<file path="src/hdl/tmt_pkg.sv">
// Shared types, constants and command codes of the TinyMT32 generator.
package tmt_pkg;

  localparam int unsigned WORD_W  = 32;
  localparam int unsigned COUNT_W = 17;
  localparam int unsigned ROUND_W = 3;

  localparam logic [WORD_W-1:0] MASK = 32'h7fff_ffff;
  localparam logic [WORD_W-1:0] MAT1 = 32'h8f70_11ee;
  localparam logic [WORD_W-1:0] MAT2 = 32'hfc78_ff1f;
  localparam logic [WORD_W-1:0] TMAT = 32'h3793_fdff;
  localparam logic [WORD_W-1:0] MULT = 32'd1812433253;

  // Seed rounds run 1 to LAST_ROUND, then PRE_LOOP advances.
  localparam logic [ROUND_W-1:0] LAST_ROUND = 3'd7;
  localparam logic [COUNT_W-1:0] PRE_LOOP   = 17'd8;

  // Input action codes.
  localparam logic [1:0] ACT_SEED    = 2'd0;
  localparam logic [1:0] ACT_LOAD    = 2'd1;
  localparam logic [1:0] ACT_ADVANCE = 2'd2;

  // Datapath state operations.
  localparam logic [2:0] OP_HOLD  = 3'd0;
  localparam logic [2:0] OP_INIT  = 3'd1;
  localparam logic [2:0] OP_LOAD  = 3'd2;
  localparam logic [2:0] OP_ROUND = 3'd3;
  localparam logic [2:0] OP_ADV   = 3'd4;

  typedef logic [3:0][WORD_W-1:0] state_t;

  typedef struct packed {
    logic [2:0]         op;
    logic [ROUND_W-1:0] round;
    logic               take_input;
    logic               capture_word;
    logic               load_out;
  } cmd_t;

endpackage

</file>
<file path="src/hdl/tmt_datapath.sv">
// TinyMT32 datapath: state words, seed rounds, advance, tempering and scaling.
module tmt_datapath (
  input  logic                           clk,
  input  tmt_pkg::cmd_t                  cmd,
  input  logic [tmt_pkg::WORD_W-1:0]     seed,
  input  logic [tmt_pkg::WORD_W-1:0]     state_word0,
  input  logic [tmt_pkg::WORD_W-1:0]     state_word1,
  input  logic [tmt_pkg::WORD_W-1:0]     state_word2,
  input  logic [tmt_pkg::WORD_W-1:0]     state_word3,
  input  logic [tmt_pkg::WORD_W-1:0]     range_max,
  input  logic                           rst,
  output logic [tmt_pkg::WORD_W-1:0]     random_word,
  output logic [tmt_pkg::WORD_W-1:0]     ranged_value
);

  function automatic tmt_pkg::state_t advance_once(input tmt_pkg::state_t s);
    logic [31:0] x;
    logic [31:0] y;
    tmt_pkg::state_t r;
    y = s[3];
    x = (s[0] & tmt_pkg::MASK) ^ s[1] ^ s[2];
    x = x ^ {x[30:0], 1'b0};
    y = y ^ {1'b0, y[31:1]} ^ x;
    r[0] = s[1];
    r[1] = s[2];
    r[2] = x ^ {y[21:0], 10'd0};
    r[3] = y;
    if (y[0]) begin
      r[1] = r[1] ^ tmt_pkg::MAT1;
      r[2] = r[2] ^ tmt_pkg::MAT2;
    end
    return r;
  endfunction

  function automatic logic [31:0] temper(input tmt_pkg::state_t s);
    logic [31:0] t0;
    logic [31:0] t1;
    t1 = s[0] + {8'd0, s[2][31:8]};
    t0 = s[3] ^ t1;
    if (t1[0]) begin
      t0 = t0 ^ tmt_pkg::TMAT;
    end
    return t0;
  endfunction

  tmt_pkg::state_t st;
  tmt_pkg::state_t st_next;
  logic [31:0] word;
  logic [31:0] range_r;
  logic [31:0] prev;
  logic [31:0] prev_mix;
  logic [63:0] mix_full;
  logic [31:0] mix;
  logic [63:0] product;

  // Previous word of the seed round: index (round - 1) mod 4.
  always_comb begin
    case (cmd.round[1:0])
      2'd0:    prev = st[3];
      2'd1:    prev = st[0];
      2'd2:    prev = st[1];
      2'd3:    prev = st[2];
      default: prev = st[0];
    endcase
  end

  assign prev_mix = prev ^ {30'd0, prev[31:30]};
  assign mix_full = {32'd0, tmt_pkg::MULT} * {32'd0, prev_mix};
  assign mix      = mix_full[31:0] + {{(32 - tmt_pkg::ROUND_W){1'b0}}, cmd.round};

  always_comb begin
    st_next = st;
    case (cmd.op)
      tmt_pkg::OP_INIT: begin
        st_next[0] = seed;
        st_next[1] = tmt_pkg::MAT1;
        st_next[2] = tmt_pkg::MAT2;
        st_next[3] = tmt_pkg::TMAT;
      end
      tmt_pkg::OP_LOAD: begin
        st_next[0] = state_word0;
        st_next[1] = state_word1;
        st_next[2] = state_word2;
        st_next[3] = state_word3;
      end
      tmt_pkg::OP_ROUND: begin
        for (int k = 0; k < 4; k++) begin
          if (cmd.round[1:0] == 2'(k)) begin
            st_next[k] = st[k] ^ mix;
          end
        end
      end
      tmt_pkg::OP_ADV: st_next = advance_once(st);
      default: st_next = st;
    endcase
  end

  assign product = {32'd0, word} * {32'd0, range_r};

  always_ff @(posedge clk) begin
    if (rst) begin
      st <= '0;
    end else begin
      st <= st_next;
    end
  end

  always_ff @(posedge clk) begin
    if (cmd.take_input) begin
      range_r <= range_max;
    end
    if (cmd.capture_word) begin
      word <= temper(st_next);
    end
    if (cmd.load_out) begin
      random_word  <= word;
      ranged_value <= product[63:32];
    end
  end

endmodule

</file>
<file path="src/hdl/tmt_ctrl.sv">
// TinyMT32 controller: action sequencing, round and advance counting, handshakes.
module tmt_ctrl (
  input  logic                          clk,
  input  logic                          rst,
  input  logic                          in_valid,
  input  logic [1:0]                    action,
  input  logic [tmt_pkg::COUNT_W-1:0]   advance_count,
  input  logic                          out_ready,
  output logic                          in_ready,
  output logic                          out_valid,
  output tmt_pkg::cmd_t                 cmd
);

  localparam logic [1:0] S_IDLE = 2'd0;
  localparam logic [1:0] S_SEED = 2'd1;
  localparam logic [1:0] S_ADV  = 2'd2;
  localparam logic [1:0] S_MUL  = 2'd3;

  logic [1:0]                  state;
  logic [1:0]                  state_next;
  logic [tmt_pkg::COUNT_W-1:0] cnt;
  logic [tmt_pkg::COUNT_W-1:0] cnt_next;
  logic                        load_out;
  logic                        accept;

  assign load_out = (state == S_MUL) && (!out_valid || out_ready);
  assign in_ready = (state == S_IDLE) || load_out;
  assign accept   = in_valid && in_ready;

  always_comb begin
    state_next       = state;
    cnt_next         = cnt;
    cmd.op           = tmt_pkg::OP_HOLD;
    cmd.round        = cnt[tmt_pkg::ROUND_W-1:0];
    cmd.take_input   = accept;
    cmd.capture_word = 1'b0;
    cmd.load_out     = load_out;

    if (accept) begin
      case (action)
        tmt_pkg::ACT_SEED: begin
          cmd.op     = tmt_pkg::OP_INIT;
          cnt_next   = tmt_pkg::COUNT_W'(1);
          state_next = S_SEED;
        end
        tmt_pkg::ACT_LOAD: begin
          cmd.op           = tmt_pkg::OP_LOAD;
          cmd.capture_word = 1'b1;
          state_next       = S_MUL;
        end
        tmt_pkg::ACT_ADVANCE: begin
          if (advance_count == '0) begin
            cmd.capture_word = 1'b1;
            state_next       = S_MUL;
          end else begin
            cnt_next   = advance_count;
            state_next = S_ADV;
          end
        end
        default: begin
          cmd.capture_word = 1'b1;
          state_next       = S_MUL;
        end
      endcase
    end else begin
      case (state)
        S_SEED: begin
          cmd.op = tmt_pkg::OP_ROUND;
          if (cnt[tmt_pkg::ROUND_W-1:0] == tmt_pkg::LAST_ROUND) begin
            cnt_next   = tmt_pkg::PRE_LOOP;
            state_next = S_ADV;
          end else begin
            cnt_next = cnt + 1'b1;
          end
        end
        S_ADV: begin
          cmd.op   = tmt_pkg::OP_ADV;
          cnt_next = cnt - 1'b1;
          if (cnt == tmt_pkg::COUNT_W'(1)) begin
            cmd.capture_word = 1'b1;
            state_next       = S_MUL;
          end
        end
        S_MUL: begin
          if (load_out) begin
            state_next = S_IDLE;
          end
        end
        default: state_next = S_IDLE;
      endcase
    end
  end

  always_ff @(posedge clk) begin
    if (rst) begin
      state     <= S_IDLE;
      cnt       <= '0;
      out_valid <= 1'b0;
    end else begin
      state <= state_next;
      cnt   <= cnt_next;
      if (load_out) begin
        out_valid <= 1'b1;
      end else if (out_ready) begin
        out_valid <= 1'b0;
      end
    end
  end

endmodule

</file>
<file path="src/hdl/tinymt32_generator.sv">
// Top level of the TinyMT32 generator: controller plus datapath.
//
// TinyMT32 pseudo-random generator with a 128-bit state that is all zero after
// reset. Each input transaction carries an action: seed (action 0) runs the
// standard seven multiply rounds, one round per cycle on a single 32x32
// multiplier, then eight state advances; load (action 1) writes the four state
// words; advance (action 2) steps the state advance_count times, one advance
// per cycle (a count of zero leaves the state alone); action 3 changes
// nothing. Every transaction returns one output transaction with the tempered
// word of the resulting state and (random_word * range_max) >> 32.
// The single-advance state loop and the seed multiply loop bound how fast
// transactions complete. The tempered word of the final state is captured in
// a word register with the last state update; the output register then takes
// that held word and the 64-bit product formed from it once the output is free.
// The next transaction is taken in the same cycle a finished result moves into
// the output register, as long as the previous result leaves that register in
// the same cycle; while a result waits with out_ready low, the input stalls.
module tinymt32_generator (
  input  logic        clk,
  input  logic        rst,
  input  logic        in_valid,
  output logic        in_ready,
  input  logic [1:0]  action,
  input  logic [31:0] seed,
  input  logic [31:0] state_word0,
  input  logic [31:0] state_word1,
  input  logic [31:0] state_word2,
  input  logic [31:0] state_word3,
  input  logic [16:0] advance_count,
  input  logic [31:0] range_max,
  output logic        out_valid,
  input  logic        out_ready,
  output logic [31:0] random_word,
  output logic [31:0] ranged_value
);

  // Command bundle from the sequencer to the datapath.
  tmt_pkg::cmd_t cmd;

  // Sequence the action and own both handshakes.
  tmt_ctrl u_ctrl (
    .clk           (clk),
    .rst           (rst),
    .in_valid      (in_valid),
    .action        (action),
    .advance_count (advance_count),
    .out_ready     (out_ready),
    .in_ready      (in_ready),
    .out_valid     (out_valid),
    .cmd           (cmd)
  );

  // Hold the generator state and compute the result words.
  tmt_datapath u_datapath (
    .clk          (clk),
    .cmd          (cmd),
    .seed         (seed),
    .state_word0  (state_word0),
    .state_word1  (state_word1),
    .state_word2  (state_word2),
    .state_word3  (state_word3),
    .range_max    (range_max),
    .rst          (rst),
    .random_word  (random_word),
    .ranged_value (ranged_value)
  );

endmodule

</file>
<file path="config.mk">
export PLATFORM = sky130hd
export DESIGN_NAME = tinymt32_generator
export DESIGN_NICKNAME = d
export VERILOG_FILES = /design/src/hdl/tmt_pkg.sv /design/src/hdl/tmt_datapath.sv /design/src/hdl/tmt_ctrl.sv /design/src/hdl/tinymt32_generator.sv
export SDC_FILE = /design/constraint.sdc
export NUM_CORES = 2
export LEC_CHECK = 0
export ABC_CLOCK_PERIOD_IN_PS = 13400
export BUFFER_PORTS_ARGS = -buffer_cell sky130_fd_sc_hd__buf_2
export CORE_MARGIN = 2
export CORE_UTILIZATION = 55
export DETAILED_ROUTE_END_ITERATION = 6
export HOLD_SLACK_MARGIN = 0.08
export PLACE_DENSITY = 0.73
export SYNTH_ARGS = -nofsm -noshare
export SYNTH_HDL_FRONTEND = slang
export SYNTH_SLANG_ARGS = --single-unit
</file>
<file path="constraint.sdc">
create_clock -name clk -period 13.4 [get_ports clk]
set_input_delay 2.68 -clock clk [delete_from_list [all_inputs] [get_ports clk]]
set_output_delay 2.68 -clock clk [all_outputs]
set_load 0.02 [all_outputs]
</file>
Yosys cells after proc, flatten, opt, wreduce, memory -nomap -nowiden
Index checks and enable logic that the tools add are counted.
{ "word_totals": {"elab_cells": 100, "out_inout_bits": 66, "regBits": 276, "latch_bits": 0, "rom_bits": 0, "ram_bits": 0, "n_memories": 0} }
{ "classes": {"shifts": 0, "bitwise": 15, "div": 0, "muxes": 30, "n_addsub": 4, "reduce_logical": 16, "n_lt_le_gt_ge": 0, "n_mul": 2, "n_eq_ne": 21} }
{ "op_table": {"columns": ["operator", "count"], "rows": [
  ["$pmux W128 S4", 1],
  ["$xor A32 B32 Y32", 9],
  ["$mux W32", 4],
  ["$pmux W32 S4", 1],
  ["$pmux W17 S2", 2],
  ["$mul A32 B32 Y64", 1],
  ["$mux W64", 1],
  ["$mux W17", 3],
  ["$add A32 B24 Y32", 1],
  ["$add A32 B3 Y32", 1],
  ["$mul A31 B32 Y32 const A", 1],
  ["$xor A31 B32 Y32", 1],
  ["$xor A32 B2 Y32", 1],
  ["$xor A32 B31 Y32", 1],
  ["$mux W30", 1],
  ["$not A24 Y24", 1],
  ["$not A23 Y23", 1],
  ["$add A17 B1 Y17 const B", 1],
  ["$eq A17 B1 Y1 const B", 1],
  ["$logic_not A17 Y1", 1],
  ["$sub A17 B1 Y17 const B", 1],
  ["$not A16 Y16", 1],
  ["$eq A2 B2 Y1 const B", 5],
  ["$ne A3 B1 Y1 const B", 3],
  ["22 further kinds", 44]
]} }

Logic depth before layout (Yosys ltp)
{ "logic_depth": {"ltp_word": 12, "ltp_mapped": 48} }

Cells and area by module
Synthesis repeated with hierarchy kept, for this count alone.
{ "hier_totals": {"cells_unflattened": 6574, "area_unflattened_um2": 58139.5} }
{ "by_module_without_submodules": {"columns": ["mod", "cells_per_inst", "seq_area_each_um2", "area_per_inst_um2", "instances"], "rows": [
  ["tmt_datapath", 6309, 6406.1, 56236.4, 1],
  ["tmt_ctrl", 265, 400.4, 1903.1, 1]
]} }

Worst setup path after synthesis
Ideal clock, no wire load.
{ "synth_path": {"path_kind": "register to register", "startpoint": "reg u_ctrl.cnt[0] (netlist bit)", "endpoint": "reg u_datapath.word[31] (data pin)", "path_buffers": 6, "path_slack_ps": 2062, "required_ps": 13141, "synth_period_minus_slack_ps": 11338, "arrival_time_ps": 11078, "stages_incl_launch_ff": 47, "path_cell_list": "dfxtp_1 -> clkbuf_1 -> inv_1 -> ha_1 -> clkbuf_1 -> buf_1 -> buf_1 -> buf_1 -> mux2i_1 -> ha_1 -> ha_1 -> fa_1 -> inv_1 -> fa_1 -> inv_1 -> fa_1 -> inv_1 -> fa_1 -> [... 11 more ...] -> and2_1 -> clkbuf_1 -> a21oi_1 -> nor2_1 -> o22a_1 -> ha_1 -> nor2_1 -> a31oi_1 -> nand2_1 -> a31oi_1 -> nor4_1 -> o41ai_1 -> nand2_1 -> o21a_1 -> o31ai_2 -> a21oi_2 -> nor3b_2 -> xnor2_1"} }
{ "synth_lines": {"columns": ["item", "line_no", "text"], "rows": [
  ["from (decl)", "tmt_ctrl.sv:21", "logic [tmt_pkg::COUNT_W-1:0] cnt;"],
  ["from (signal assigned)", "tmt_ctrl.sv:101", "cnt <= cnt_next;"],
  ["to (signal assigned)", "tmt_datapath.sv:113", "word <= temper(st_next);"],
  ["to (decl)", "tmt_datapath.sv:48", "logic [31:0] word;"]
]} }

==> flow_summary.json <==
{
  "synth_warnings": 0,
  "globalplace.congestion": 0.994,
  "grt_max_degree": 98,
  "arrival_ps": 12400,
  "grt_pass1_vias": 49000,
  "cts_setup_buffers": 0,
  "synth-xor-area-share_pct": 6.27,
  "slew_violations": 0,
  "cp_common_cell": "inv_1",
  "die_h_um": 328,
  "synth-simple-area-share_pct": 13.2,
  "route.detailed.drc": 7,
  "avgSynthCellArea_um2": 8.89,
  "ant_nets": 0,
  "synth_compound_area_share_pct": 9.83,
  "wl_met3_mm": 17.3,
  "dpl.hpwl_mm": 137,
  "synth_top_family_by_area": "adder cells",
  "synth-edff-count": 128,
  "clockRootBuffer": "clkbuf_16",
  "hold_viol_final": 0,
  "finalSetupTns_ps": 0,
  "cts.reportedPaths.clkPinSlew_ps": 60,
  "cts_buffers": 37,
  "layout_commonest_cell": "inv_1",
  "relSlewSlack_pct": 15.5,
  "nNetsFinal": 8334,
  "finClkSkew_ps": 27.7,
  "cts_resized": 0,
  "async_reset_ff_share_pct": 0,
  "tightest_slew_ps": 1270,
  "yosysSeqAreaShare_pct": 11.8,
  "synth_mux_area_share_pct": 0.756,
  "numClockSinks": 276,
  "whs_path_depth": 0,
  "numPortBuffers": 280,
  "netlist_area_um2": 57600,
  "top_layer": "met5",
  "drt-met1-wl_mm": 69.6,
  "cp-end-kind": "flip-flop",
  "rsz0062_at_grt": "false",
  "drive_gt1_share_pct": 7.73,
  "start_util_pct": 55.6,
  "status": "finished with violations",
  "maxCapViolCount": 0,
  "wl_met2_mm": 83.9,
  "period_needed_ps": 12080,
  "clockBufferDepth": 3,
  "syn_inst": 6484,
  "cp-start-kind": "flip-flop",
  "final_cell_mix": "inv_1 (1,307), fa_1 (1,042), nand2_1 (963)",
  "path_max_fanout": 43,
  "setup_viol": 0,
  "clk_latency_ps": 610,
  "violations": "DRC",
  "cts_hold_buf": 0,
  "clock.fmax_mhz": 82.8,
  "area_delta_synth_final_pct": 7.12,
  "viasPerCell": 5.88,
  "cp_data_required_time_ps": 13720,
  "drt-pass1-iter-count": 7,
  "yosys_most_used_dff": "dfxtp_1",
  "wire_per_inst_um": 22.7,
  "rows": 118,
  "netlist-cell-type-count": 90,
  "crit_path_max_incr_delay_ps": 890,
  "crit_slowest_cell": "ha_2",
  "die_x_um": 328,
  "overflow": 0,
  "num_vias": 46900,
  "critPathKind": "flip-flop to flip-flop",
  "synth_nets": 8252,
  "reg2reg_depth": 39,
  "antenna_found_initial": 4,
  "cts-htree-levels": 2,
  "dieArea_um2": 107000,
  "holdCritPathClass": "flip-flop to flip-flop",
  "synth_fa_ha_area_share_pct": 47.3,
  "io_pins": 281,
  "synth-seq-cells": 276,
  "drt_wl_total_mm": 181,
  "cts_tree": "yes",
  "core_area_um2": 104000,
  "grt_pass1_wl_mm": 282,
  "fin_crit_sh_pct": 90.1,
  "drt-initial-drc-count": 4168,
  "track_usage_pct": 34.2
}
-- critical path: cells and delay by family, from the launching register on --
family	cells	cell delay (ps)
mux	1	590
buf+inv	6	840
fa+ha+maj	10	4130
compound gates	14	4020
xor+xnor	3	960
simple gates	5	760
flops	1	490
-- registers in the layout (all words and copies together) (netlist names), named ones only --
signal	count
u_datapath.range_r	32
u_datapath.word	32
u_datapath.st	126
u_ctrl.out_valid	1
u_datapath.ranged_value	32
u_datapath.random_word	32
u_ctrl.state	2
u_ctrl.cnt	17
-- logic make-up after synthesis --
| kind of cell | Yosys count |
|---|---|
| AO/OA/AOI/OAI | 852 |
| XOR/XNOR | 402 |
| adder cells (fa/ha/maj) | 1553 |
| buffers and inverters | 1653 |
| flip-flops | 276 |
| multiplexers | 42 |
| AND/OR/NAND/NOR | 1706 |
-- synthesized netlist by cell type, drive strengths merged (22+ instances only) --
cell type     n  area share, %
inv        1308            8.5
fa         1042             36
nand2       963            6.3
ha          511             11
clkbuf      319            2.1
xnor2       286            4.4
a21oi       243            2.1
nor2        242            1.6
and2        241            2.6
o21ai       176            1.5
dfxtp       148            5.1
edfxtp      128            6.7
xor2        113            1.7
a31oi        65           0.71
nor2b        65           0.71
a222oi       60            1.0
a21o         52           0.68
nor3         47           0.42
nand3        39           0.34
a211oi       32           0.43
mux2i        30           0.52
buf          26           0.18
a22oi        24           0.31
o21a         23           0.30
nand2b       22           0.24
-- layer usage --
layer / vias up / global-route usage, %
met5: - / 0
met4: 4 / 16.3
met3: 497 / 6.38
met2: 2471 / 55.7
met1: 23600 / 44.3
li1: 20400 / -
-- final timing paths --
path | start | endpoint | slack (ps)
max | u_ctrl.cnt[0]$_SDFFE_PP0P_ | u_datapath.word[31]$_DFFE_PP_ | 1320
min | u_datapath.word[4]$_DFFE_PP_ | u_datapath.random_word[4]$_DFFE_PP_ | 470
max reg2reg | u_ctrl.cnt[0]$_SDFFE_PP0P_ | u_datapath.word[31]$_DFFE_PP_ | 1320
min reg2reg | u_datapath.word[4]$_DFFE_PP_ | u_datapath.random_word[4]$_DFFE_PP_ | 470
-- layout make-up --
| cell class | instances | area, um^2 |
|---|---|---|
| multi-input combinational | 4555 | 44700 |
| fill | 9082 | 41900 |
| sequential | 276 | 6810 |
| inverter | 1308 | 4910 |
| timing repair buffer | 388 | 2250 |
| tap | 1380 | 1730 |
| clock buffer | 51 | 1120 |
| clock inverter | 17 | 193 |
| antenna | 4 | 10.0 |
-- through the flow --
| stage | util [%] | instance area [um^2] | hold slack [ps] | cells | setup slack (ps) |
|---|---|---|---|---|---|
| 6_report | 59.5 | 61700 | 469 | 7979 | 1320 |
| 5_1_grt | 59.5 | 61700 | 483 | 7976 | 803 |
| 4_1_cts | 59.5 | 61700 | 466 | 7975 | 1430 |
| 3_5_place_dp | 58.3 | 60400 | 455 | 7907 | 1520 |
| 3_3_place_gp | 58.3 | 60400 | 459 | 7907 | 1760 |
| 2_1_floorplan | - | 57600 | 482 | 6484 | 2060 |
Power is left out: the tool's default activity adds up to more than one toggle a clock period on the data nets, which glitch-free logic cannot reach.
